<file path="src/rtl/urt_pkg.sv">
// ----------------------------------------------------------------------------
// urt_pkg
// Shared constants, types and the digit character table for the radix to
// text converter.
// ----------------------------------------------------------------------------
package urt_pkg;

    localparam int VALUE_BITS_DEF = 64;
    localparam int RADIX_W        = 5;
    localparam int DIGIT_W        = 4;
    localparam int CHAR_W         = 7;
    localparam int IN_W           = 64;
    // quotient bits resolved per divider cycle
    localparam int DIV_STEP       = 4;

    localparam logic [RADIX_W-1:0] RADIX_RESET = 5'd10;
    localparam logic [RADIX_W-1:0] RADIX_MIN   = 5'd2;
    localparam logic [RADIX_W-1:0] RADIX_MAX   = 5'd16;

    localparam logic [CHAR_W-1:0] DIGIT_CHARS [16] = '{
        7'h30, 7'h31, 7'h32, 7'h33, 7'h34, 7'h35, 7'h36, 7'h37,
        7'h38, 7'h39, 7'h61, 7'h62, 7'h63, 7'h64, 7'h65, 7'h66
    };

    typedef enum logic [1:0] {
        ST_IDLE,
        ST_DIV,
        ST_READ,
        ST_SHOW
    } urt_state_t;

    typedef struct packed {
        logic busy;
        logic done;
    } urt_div_status_t;

    function automatic logic [CHAR_W-1:0] digit_to_char(input logic [DIGIT_W-1:0] d);
        return DIGIT_CHARS[d];
    endfunction

endpackage

</file>
<file path="src/rtl/urt_if.sv">
// ----------------------------------------------------------------------------
// urt_num_if / urt_char_if
// Valid/ready channels for input values and output characters.
// ----------------------------------------------------------------------------
interface urt_num_if;
    logic                       valid;
    logic                       ready;
    logic [urt_pkg::IN_W-1:0]   number;

    modport source (output valid, output number, input ready);
    modport sink   (input valid, input number, output ready);
endinterface

interface urt_char_if;
    logic                         valid;
    logic                         ready;
    logic [urt_pkg::CHAR_W-1:0]   digit_char;
    logic                         last_char;

    modport source (output valid, output digit_char, output last_char, input ready);
    modport sink   (input valid, input digit_char, input last_char, output ready);
endinterface

</file>
<file path="src/rtl/urt_div_unit.sv">
// ----------------------------------------------------------------------------
// urt_div_unit
// Iterative restoring divider by a small radix, DIV_STEP quotient bits per
// cycle. Quotient and remainder are registered with the last step, as done rises.
// ----------------------------------------------------------------------------
module urt_div_unit #(
    parameter int VALUE_BITS = urt_pkg::VALUE_BITS_DEF
) (
    input  logic                         clk,
    input  logic                         rst_n,
    input  logic                         start,
    input  logic [VALUE_BITS-1:0]        dividend,
    input  logic [urt_pkg::RADIX_W-1:0]  radix,
    output logic [VALUE_BITS-1:0]        quotient,
    output logic [urt_pkg::DIGIT_W-1:0]  remainder,
    output urt_pkg::urt_div_status_t     status
);
    import urt_pkg::*;

    localparam int DIV_BITS = ((VALUE_BITS + DIV_STEP - 1) / DIV_STEP) * DIV_STEP;
    localparam int CYCLES   = DIV_BITS / DIV_STEP;
    localparam int SW       = (CYCLES > 1) ? $clog2(CYCLES) : 1;

    logic [DIV_BITS-1:0] q_reg, q_next;
    logic [RADIX_W-1:0]  r_reg, r_next;
    logic [RADIX_W-1:0]  rad_reg;
    logic [SW-1:0]       cnt_reg;
    logic                busy_reg;
    logic                done_reg;

    // DIV_STEP compare/subtract steps on the narrow partial remainder
    always_comb
    begin
        logic [DIV_BITS-1:0] q;
        logic [RADIX_W-1:0]  t;
        q = q_reg;
        t = r_reg;
        for (int i = 0; i < DIV_STEP; i++)
        begin
            t = {t[RADIX_W-2:0], q[DIV_BITS-1]};
            q = {q[DIV_BITS-2:0], 1'b0};
            if (t >= rad_reg)
            begin
                t    = t - rad_reg;
                q[0] = 1'b1;
            end
        end
        q_next = q;
        r_next = t;
    end

    always_ff @(posedge clk or negedge rst_n)
    begin
        if (!rst_n)
        begin
            busy_reg <= 1'b0;
            done_reg <= 1'b0;
            cnt_reg  <= '0;
        end
        else if (start)
        begin
            busy_reg <= 1'b1;
            done_reg <= 1'b0;
            cnt_reg  <= '0;
        end
        else if (busy_reg)
        begin
            cnt_reg <= cnt_reg + 1'b1;
            if (cnt_reg == SW'(CYCLES - 1))
            begin
                busy_reg <= 1'b0;
                done_reg <= 1'b1;
            end
        end
        else
        begin
            done_reg <= 1'b0;
        end
    end

    always_ff @(posedge clk)
    begin
        if (start)
        begin
            q_reg   <= DIV_BITS'(dividend);
            r_reg   <= '0;
            rad_reg <= radix;
        end
        else if (busy_reg)
        begin
            q_reg <= q_next;
            r_reg <= r_next;
        end
    end

    assign quotient    = q_reg[VALUE_BITS-1:0];
    assign remainder   = r_reg[DIGIT_W-1:0];
    assign status.busy = busy_reg;
    assign status.done = done_reg;

endmodule

</file>
<file path="src/rtl/urt_digit_store.sv">
// ----------------------------------------------------------------------------
// urt_digit_store
// Digit buffer: one write port, one registered read port.
// ----------------------------------------------------------------------------
module urt_digit_store #(
    parameter int DEPTH = urt_pkg::VALUE_BITS_DEF
) (
    input  logic                         clk,
    input  logic                         we,
    input  logic [$clog2(DEPTH)-1:0]     waddr,
    input  logic [urt_pkg::DIGIT_W-1:0]  wdata,
    input  logic                         re,
    input  logic [$clog2(DEPTH)-1:0]     raddr,
    output logic [urt_pkg::DIGIT_W-1:0]  rdata
);
    import urt_pkg::*;

    logic [DIGIT_W-1:0] mem [DEPTH];
    logic [DIGIT_W-1:0] rdata_reg;

    always_ff @(posedge clk)
    begin
        if (we)
            mem[waddr] <= wdata;
    end

    always_ff @(posedge clk)
    begin
        if (re)
            rdata_reg <= mem[raddr];
    end

    assign rdata = rdata_reg;

endmodule

</file>
<file path="src/rtl/unsigned_radix_to_text.sv">
// ----------------------------------------------------------------------------
// unsigned_radix_to_text
// Converts an unsigned value to ASCII digits in base 2..16, most significant
// digit first, one character per output word, last one flagged.
// ----------------------------------------------------------------------------
//  channel  dir  payload                         handshake
//  in_ch    in   number[63:0]                    valid/ready
//  out_ch   out  digit_char[6:0], last_char      valid/ready
//  cfg      in   cfg_wdata[4:0] (radix)          cfg_we, no wait
//
//  A value of D digits runs through the shared divider (4 quotient bits per
//  cycle, one division per digit), then each character takes a digit
//  buffer read, then an output hold.
//  64-bit value in base ten: up to 20 digits.
//  in_ch.ready is high only between values; output stalls hold the word.
//  Reset sets the radix to ten; the digit buffer needs no clearing.
// ----------------------------------------------------------------------------
module unsigned_radix_to_text #(
    parameter int VALUE_BITS = urt_pkg::VALUE_BITS_DEF
) (
    input  logic                          clk,
    input  logic                          rst_n,
    input  logic                          cfg_we,
    input  logic [urt_pkg::RADIX_W-1:0]   cfg_wdata,
    urt_num_if.sink                       in_ch,
    urt_char_if.source                    out_ch
);
    import urt_pkg::*;

    localparam int ADDR_W = $clog2(VALUE_BITS);
    localparam int CNT_W  = $clog2(VALUE_BITS + 1);

    urt_state_t          state_reg, state_next;
    logic [RADIX_W-1:0]  radix_reg;
    logic [RADIX_W-1:0]  radix_eff;
    logic [CNT_W-1:0]    count_reg, count_next;
    logic [ADDR_W-1:0]   rd_addr_reg, rd_addr_next;

    logic                div_start;
    logic [VALUE_BITS-1:0] div_dividend;
    logic [VALUE_BITS-1:0] div_quot;
    logic [DIGIT_W-1:0]  div_rem;
    urt_div_status_t     div_status;

    logic                mem_we;
    logic                mem_re;
    logic [DIGIT_W-1:0]  mem_rdata;

    logic                in_fire;
    logic                out_fire;
    logic                stop;

    assign in_fire  = in_ch.valid && in_ch.ready;
    assign out_fire = out_ch.valid && out_ch.ready;
    // drop the loop on a zero quotient or a full buffer
    assign stop     = (div_quot == '0) || (count_reg + 1'b1 == CNT_W'(VALUE_BITS));

    always_ff @(posedge clk or negedge rst_n)
    begin
        if (!rst_n)
            radix_reg <= RADIX_RESET;
        else if (cfg_we)
            radix_reg <= cfg_wdata;
    end

    always_comb
    begin
        if (radix_reg < RADIX_MIN)
            radix_eff = RADIX_MIN;
        else if (radix_reg > RADIX_MAX)
            radix_eff = RADIX_MAX;
        else
            radix_eff = radix_reg;
    end

    // next state
    always_comb
    begin
        state_next = state_reg;
        case (state_reg)
            ST_IDLE:
                if (in_fire)
                    state_next = ST_DIV;
            ST_DIV:
                if (div_status.done && stop)
                    state_next = ST_READ;
            ST_READ:
                state_next = ST_SHOW;
            ST_SHOW:
                if (out_fire)
                    state_next = (rd_addr_reg == '0) ? ST_IDLE : ST_READ;
            default:
                state_next = ST_IDLE;
        endcase
    end

    // outputs and datapath controls
    always_comb
    begin
        in_ch.ready  = 1'b0;
        out_ch.valid = 1'b0;
        div_start    = 1'b0;
        div_dividend = div_quot;
        mem_we       = 1'b0;
        mem_re       = 1'b0;
        count_next   = count_reg;
        rd_addr_next = rd_addr_reg;
        case (state_reg)
            ST_IDLE:
            begin
                // ready is high here, so a valid word is taken
                in_ch.ready  = 1'b1;
                div_dividend = in_ch.number[VALUE_BITS-1:0];
                div_start    = in_ch.valid;
                count_next   = '0;
            end
            ST_DIV:
            begin
                if (div_status.done)
                begin
                    mem_we     = 1'b1;
                    count_next = count_reg + 1'b1;
                    if (stop)
                        rd_addr_next = count_reg[ADDR_W-1:0];
                    else
                        div_start = 1'b1;
                end
            end
            ST_READ:
                mem_re = 1'b1;
            ST_SHOW:
            begin
                out_ch.valid = 1'b1;
                if (out_ch.ready && rd_addr_reg != '0)
                    rd_addr_next = rd_addr_reg - 1'b1;
            end
            default:
            begin
            end
        endcase
    end

    always_ff @(posedge clk or negedge rst_n)
    begin
        if (!rst_n)
        begin
            state_reg   <= ST_IDLE;
            count_reg   <= '0;
            rd_addr_reg <= '0;
        end
        else
        begin
            state_reg   <= state_next;
            count_reg   <= count_next;
            rd_addr_reg <= rd_addr_next;
        end
    end

    assign out_ch.digit_char = digit_to_char(mem_rdata);
    assign out_ch.last_char  = (rd_addr_reg == '0);

    urt_div_unit #(
        .VALUE_BITS (VALUE_BITS)
    ) u_div (
        .clk       (clk),
        .rst_n     (rst_n),
        .start     (div_start),
        .dividend  (div_dividend),
        .radix     (radix_eff),
        .quotient  (div_quot),
        .remainder (div_rem),
        .status    (div_status)
    );

    urt_digit_store #(
        .DEPTH (VALUE_BITS)
    ) u_store (
        .clk   (clk),
        .we    (mem_we),
        .waddr (count_reg[ADDR_W-1:0]),
        .wdata (div_rem),
        .re    (mem_re),
        .raddr (rd_addr_reg),
        .rdata (mem_rdata)
    );

endmodule

</file>
<file path="src/flat_wrapper.sv">
// flat-port wrapper written by rule: the top's interface ports become plain ports
module unsigned_radix_to_text_flat import urt_pkg::*;
#(
    parameter int VALUE_BITS = urt_pkg::VALUE_BITS_DEF
)
  (clk, rst_n, cfg_we, cfg_wdata, in_ch_valid, in_ch_number, in_ch_ready, out_ch_valid, out_ch_digit_char, out_ch_last_char, out_ch_ready);
  urt_num_if in_ch_i ();
  urt_char_if out_ch_i ();
  input  logic clk;
  input  logic rst_n;
  input  logic cfg_we;
  input  logic [urt_pkg::RADIX_W-1:0] cfg_wdata;
  input wire logic [$bits(in_ch_i.valid)-1:0] in_ch_valid;
  input wire logic [$bits(in_ch_i.number)-1:0] in_ch_number;
  output wire logic [$bits(in_ch_i.ready)-1:0] in_ch_ready;
  output wire logic [$bits(out_ch_i.valid)-1:0] out_ch_valid;
  output wire logic [$bits(out_ch_i.digit_char)-1:0] out_ch_digit_char;
  output wire logic [$bits(out_ch_i.last_char)-1:0] out_ch_last_char;
  input wire logic [$bits(out_ch_i.ready)-1:0] out_ch_ready;
  assign in_ch_i.valid = in_ch_valid;
  assign in_ch_i.number = in_ch_number;
  assign in_ch_ready = in_ch_i.ready;
  assign out_ch_valid = out_ch_i.valid;
  assign out_ch_digit_char = out_ch_i.digit_char;
  assign out_ch_last_char = out_ch_i.last_char;
  assign out_ch_i.ready = out_ch_ready;
  unsigned_radix_to_text #(.VALUE_BITS(VALUE_BITS)) u_core (.clk(clk), .rst_n(rst_n), .cfg_we(cfg_we), .cfg_wdata(cfg_wdata), .in_ch(in_ch_i), .out_ch(out_ch_i));
endmodule
</file>
<file path="config.mk">
export PLATFORM = sky130hd
export DESIGN_NAME = unsigned_radix_to_text_flat
export DESIGN_NICKNAME = d
export VERILOG_FILES = /design/src/rtl/urt_pkg.sv /design/src/rtl/urt_if.sv /design/src/rtl/urt_div_unit.sv /design/src/rtl/urt_digit_store.sv /design/src/rtl/unsigned_radix_to_text.sv /design/src/flat_wrapper.sv
export SDC_FILE = /design/constraint.sdc
export NUM_CORES = 1
export LEC_CHECK = 0
export ABC_AREA = 1
export BUFFER_PORTS_ARGS = -buffer_cell sky130_fd_sc_hd__buf_2
export CORE_MARGIN = 2
export CORE_UTILIZATION = 55
export DETAILED_ROUTE_END_ITERATION = 10
export HOLD_SLACK_MARGIN = 0.02
export PLACE_DENSITY = 0.75
export SYNTH_ARGS = -nofsm -noshare
export SYNTH_HDL_FRONTEND = slang
export SYNTH_SLANG_ARGS = --single-unit
</file>
<file path="constraint.sdc">
create_clock -name clk -period 15.5 [get_ports clk]
set_input_delay 1.55 -clock clk [delete_from_list [all_inputs] [get_ports clk]]
set_output_delay 1.55 -clock clk [all_outputs]
set_load 0.02 [all_outputs]
</file>
==> out/metrics.csv, run 1 <==
metric;value;unit
cts-root-buf;clkbuf_16;
post_drt_via_cell_ratio;5.784;
required;15.94;ns
wire_per_inst;18.63;µm
n_fill_cell;2300;
reg2reg_from;u_core.u_div.r_reg[1];
finalHoldViolCount;0;
dp_hpwl;22880;µm
worst_pin_slew;0.9730;ns
crit_top_cell;nand2_1;
numCtsBuffers;38;
finalMaxSlewViolations;0;
layout_min_cycle_time;6.117;ns
num_antenna_cells;0;
cts_tree;done;
largest_reg_flops;256;
synthCells;1531;
hp-start;u_core.radix_reg[1];
post_synth.cell_area_avg;10.56;µm²
h-tree-depth;2;
yosysSeqAreaShare;0.6567;
ctsHoldBuffers;0;
fin_nets;1699;
critPathArrivalTime;6.56;ns
drt_first_pass_iters;6;
worstSetupPathType;register to register;
grt_use_total;0.2436;
synth_warnings;0;
yosys_register_bits;359;
grt_pass1_vias;11600;
place_congestion;0.8851;
ios;84;
worst_setup_path_start_kind;register;
synth_cell_types;43;
ir_drop;227.2;µV
drive_gt1_frac;0.1069;
hp-class;register to register;
clk-insertion-delay-late;0.53;ns
worstPathMaxFanout;67;
slew_headroom;0.3513;
clkTransAtPathRegs;0.06;ns
cts_resized;0;
tns;0;ns
dieHeight;175.4;µm
critPathMaxStageDelay;0.55;ns
crit_buf_inv;4;
finalNonFillerCells;2002;
finalWirelength;37300;µm
die_area;30770;µm²
port_buffers;82;
fmax;163.5;MHz
grt_overflow;0;
drtIter0Drc;1029;
postRouteAntennaNets;0;
path_delay_family;simple AND/OR/NAND/NOR gates;
dp.cells;1939;
setup_violations;0;
startpoint;u_core.u_div.r_reg[1];
maxCapViolCount;0;
syn_nets;1635;
p_leak;0.006737;µW
fin_crit_sh;0.3947;
clock_path_buffers;3;
num_vias;11580;
start_util;0.5601;
syn_to_final_growth;10.89;%
fin_worst_skew;0.02643;ns
row_count;62;
fp.coreArea;28860;µm²
clock-sinks;359;
cpMaxStageDelayCell;buf_4;
drcViolationCount;0;
crit_path_end_kind;register;
synth_area;16160;µm²
p_per_area;235.0;nW/µm²
postCtsSetupBuffers;0;
grt_first_pass_wirelength;58910;µm
die_w;175.4;µm
grt_max_degree;110;
rsz0062_at_grt;no;
antenna_found_initial;2;
outcome;completed;
cells in the final DEF (no fill, tap or decap), types with 2 or more instances in the layout:
master,Yosys,routed
edfxtp_1,329,329
o221ai_1,2,2
or2_2,6,6
dfrtp_1,24,22
o21ai_1,5,5
a211oi_1,2,2
nand2_1,286,286
xor2_1,7,7
inv_1,94,93
o22ai_1,32,32
nand3_2,2,2
and2_1,2,2
a21oi_1,21,21
clkinv_2,0,8
nor3_1,3,3
dfstp_2,2,2
dfxtp_2,0,4
clkinv_1,1,13
clkbuf_16,0,39
ha_1,26,26
nor2_2,5,5
nand4_1,20,20
o211ai_1,32,32
buf_4,5,12
buf_2,18,82
nand3_1,78,78
o21ai_0,180,180
fa_1,4,4
nor2_1,276,276
xnor2_1,3,3
inv_2,4,4
cells in the mapped netlist, drive strengths merged:
master	n	area share
edfxtp	329	0.61
nand2	287	0.067
nor2	281	0.066
o21ai	185	0.057
inv	98	0.023
nand3	80	0.025
clkbuf	36	0.0084
buf	34	0.013
o211ai	32	0.015
o22ai	32	0.012
ha	26	0.020
dfrtp	24	0.037
a21oi	21	0.0065
nand4	20	0.0077
xor2	7	0.0038
or2	6	0.0023
dfxtp	4	0.0050
fa	4	0.0050
nor3	3	0.00093
xnor2	3	0.0016
a211oi	2	0.00093
and2	2	0.00077
dfstp	2	0.0033
o221ai	2	0.0011
a21boi	1	0.00046
a21o	1	0.00046
a31oi	1	0.00039
clkinv	1	0.00023
conb	1	0.00023
mux2	1	0.00070
nand3b	1	0.00046
nor2b	1	0.00039
nor3b	1	0.00077
o21bai	1	0.00046
o32ai	1	0.00054
logic make-up after synthesis:
family | synth area share
xor+xnor | 0.005420
flops | 0.6567
buf+inv | 0.04459
simple gates | 0.1719
other cells | 0.0002320
mux | 0.0006967
compound gates | 0.09538
fa+ha+maj | 0.02508
area by class of cell:
cell class                 instances  area, µm²  share of cell area
clock buffer                      40      979.7             0.05466
clock inverter                    23      137.6            0.007679
timing repair buffer              94      500.5             0.02793
multi-input combinational       1003       4828              0.2694
tap                              384      480.5             0.02681
sequential                       359      10620              0.5927
inverter                          99      372.9             0.02080
per-layer routing:
metal	up-vias	part of all wire	global-route usage
li1	5440	-	-
met1	5496	0.40	0.3147
met2	524	0.47	0.4027
met3	115	0.078	0.04048
met4	4	0.047	0.1198
met5	-	0.00054	0
through the flow:
| step | hold slack (ns) | utilization | area [µm²] | power, µW | setup slack (ns) |
|---|---|---|---|---|---|
| 2_1_floorplan | 0.4676 | - | 16160 | 2888 | 9.996 |
| 3_3_place_gp | 0.4872 | 0.5823 | 16800 | 3262 | 9.911 |
| 3_5_place_dp | 0.5008 | 0.5823 | 16800 | 3360 | 9.566 |
| 4_1_cts | 0.5119 | 0.6211 | 17920 | 4198 | 9.533 |
| 5_1_grt | 0.5486 | 0.6211 | 17920 | 4520 | 8.906 |
| 6_report | 0.5100 | 0.6211 | 17920 | 4213 | 9.383 |
where the power goes:
part	leakage, µW	internal (µW)	switching (µW)
combinational	0.00277	625	1280
sequential	0.00342	1380	92.0
clock	0.000553	472	362
worst reg2reg max path: cells and delay by family, from the launching register on:
kind | cells | cell delay, ns
AND/OR/NAND/NOR | 20 | 2.77
flip-flops | 1 | 0.31
AO/OA/AOI/OAI | 5 | 0.64
adder cells (fa/ha/maj) | 4 | 1.51
buffers and inverters | 4 | 0.81
worst paths after layout:
kind	endpoint	slack, ns	cells past startpoint
setup / recovery	u_core.u_div.r_reg[0]	9.38	33
hold reg to reg	u_core.radix_reg[1]	0.51	2
hold / removal	u_core.radix_reg[1]	0.51	2
setup reg to reg	u_core.u_div.r_reg[0]	9.38	33
max in group asynchronous	u_core.rd_addr_reg[0]	13.99	1
min in group asynchronous	u_core.radix_reg[4]	1.04	1
(Power assumes the default switching activity.)
==> run 2, diff against run 1 <==
PLACE_DENSITY = 0.78   (was 0.75)
clock period = 5.1 ns   (was 15.5 ns; I/O delays follow)
==> run 2 against run 1 <==
- combinational power rose to 3.6 times the previous value
- count of clock-buffer cells in the layout rose by 6
- critical path depth fell by 3
- sequential share of layout area fell by 0.80 points
- hold slack got worse by 0.50 ns
- setup slack got worse by 9.1 ns
- routed wire length fell by 1.8%
- register-to-register slack got worse by 9.1 ns
- sequential cell count did not move
- maximum frequency rose by 27%
- critical endpoint is now u_core.u_div.r_reg[1]
- die area did not move
==> out/metrics.csv, run 2 (synthesis gave the netlist of run 1 again) <==
metric;value;unit;change
outcome;completed;;
clock_path_buffers;3;;unchanged
whs;0.007894;ns;-0.5021 ns
worstSetupPathType;register to register;;
die_w;175.4;µm;unchanged
wire_per_inst;18.10;µm;-2.8%
drive_gt1_frac;0.1349;;+0.02800
worstPathMaxFanout;4;;-94%
finalWirelength;36640;µm;-1.8%
grt_first_pass_wirelength;58370;µm;-0.93%
grt_use_total;0.2389;;-0.004610
p_per_area;759.5;nW/µm²;+220%
crit_top_cell;nand2_1;;
hp-class;primary input to asynchronous set/reset pin;;
ir_drop;809.6;µV;+260%
dieHeight;175.4;µm;unchanged
fin_crit_sh;0.9419;;+0.5472
worst_setup_path_start_kind;register;;
ios;84;;unchanged
grt_overflow;0;;unchanged
finalHoldViolCount;0;;unchanged
layout_min_cycle_time;4.804;ns;-1.314 ns
syn_to_final_growth;12.41;%;
grt_pass1_vias;11250;;-3.0%
worst_pin_slew;1.111;ns;+0.1381 ns
layout_commonest_cell;edfxtp_1;;
antenna_found_initial;1;;-1
drt_first_pass_iters;6;;unchanged
start_util;0.5601;;unchanged
clkTransAtPathRegs;0.06;ns;about the same
port_buffers;82;;unchanged
drtIter0Drc;1290;;+25%
n_fill_cell;2246;;-2.3%
grt_max_degree;110;;unchanged
fin_worst_skew;0.01098;ns;-0.01545 ns
layout_common_cells;edfxtp_1 (329), nand2_1 (282), nor2_1 (273), o21ai_0 (178), inv_1 (89);;
row_count;62;;unchanged
p_leak;0.006812;µW;+1.1%
fin_nets;1717;;+1.1%
required;5.45;ns;-10.49 ns
numCtsBuffers;37;;-2.6%
cpMaxStageDelayCell;fa_2;;
postRouteAntennaNets;0;;unchanged
maxCapViolCount;0;;unchanged
slew_headroom;0.2566;;-0.09479
cts-root-buf;clkbuf_16;;
critPathArrivalTime;5.15;ns;-1.41 ns
post_drt_via_cell_ratio;5.710;;-1.3%
fmax;208.2;MHz;+27%
place_ws;-0.1938;ns;-9.760 ns
r2r_slack;0.30;ns;-9.09 ns
h-tree-depth;2;;unchanged
fp.coreArea;28860;µm²;unchanged
dp_hpwl;23010;µm;+0.56%
critPathMaxStageDelay;0.55;ns;about the same
num_vias;11560;;-0.18%
finalMaxSlewViolations;0;;unchanged
crit_path_end_kind;register;;
drcViolationCount;0;;unchanged
clock-sinks;359;;unchanged
clk-insertion-delay-late;0.51;ns;-0.02 ns
die_area;30770;µm²;unchanged
ctsHoldBuffers;0;;unchanged
place_congestion;0.8874;;+0.26%
setup_slack;0.2965;ns;-9.086 ns
setup_violations;0;;unchanged
largest_reg_flops;256;;unchanged
cts_tree;done;;
==> run 2: cell types whose count changed in the layout (fill, tap and decap cells not counted), sizes merged <==
cell    change
buf        +19
bufinv      -1
clkbuf      +6
clkinv      -3
diode       +2
inv         -1
==> run 2: repair_timing <==
item	in CTS	in global routing
hold endpoints to repair	0	0
gates resized for setup	4	31
buffers inserted	2	6
endpoints found under the setup margin	5	5
pin swaps	2	12
==> run 2: layout make-up <==
type	count	area, µm²	share of cell area
sequential	359	10620	0.5847
multi-input combinational	1003	4984	0.2743
clock buffer	46	969.7	0.05337
timing repair buffer	113	643.1	0.03540
tap	384	480.5	0.02645
inverter	99	372.9	0.02052
clock inverter	18	90.09	0.004959
antenna	2	5.005	0.0002755
==> run 2: power breakdown <==
part	leakage (µW)	internal [µW]	switching [µW]
clock	0.000525	1350	1060
combinational	0.00287	2620	4270
sequential	0.00342	4190	303
total	0.00681	8160	5640
==> run 2: metrics by stage <==
step	total power [µW]	cells	utilization	setup TNS [ns]	instance area (µm²)
finish	13800	2024	0.6296	0	18170
global route	14810	2022	0.6294	-0.03807	18160
CTS	13110	2016	0.6229	0	17980
detailed placement	10500	1950	0.5852	-0.7885	16890
global placement	10220	1950	0.5852	0	16890
floorplan	8771	1531	-	0	16170
==> run 2: routing by layer <==
metal / global-route usage / vias to the layer above / part of all wire / wire (µm)
met5: 0 / - / 0 / 0
met4: 0.07748 / 0 / 0.029 / 1057
met3: 0.04048 / 74 / 0.081 / 2972
met2: 0.3930 / 527 / 0.48 / 17530
met1: 0.3273 / 5465 / 0.41 / 15080
li1: - / 5492 / - / -
==> run 2: path summary, 6_finish.rpt <==
| kind | from | end | cells past startpoint |
|---|---|---|---|
| setup / recovery | u_core.u_div.quotient[63] | u_core.u_div.r_reg[1] | 30 |
| hold / removal | rst_n | u_core.radix_reg[0] | 1 |
| setup reg to reg | u_core.u_div.quotient[63] | u_core.u_div.r_reg[1] | 30 |
| hold reg to reg | u_core.u_div.cnt_reg[1] | u_core.u_div.cnt_reg[1] | 2 |
| max in group asynchronous | rst_n | u_core.rd_addr_reg[0] | 1 |
| min in group clk | cfg_wdata[0] | u_core.radix_reg[0] | 3 |
==> run 2: worst max-delay path, delay by kind of cell, from the launching register on <==
kind / cells / cell delay [ns]
AO/OA/AOI/OAI: 4 / 0.33
XOR/XNOR: 1 / 0.11
buffers and inverters: 6 / 0.59
adder cells (fa/ha/maj): 5 / 1.52
flip-flops: 1 / 0.38
AND/OR/NAND/NOR: 14 / 1.70
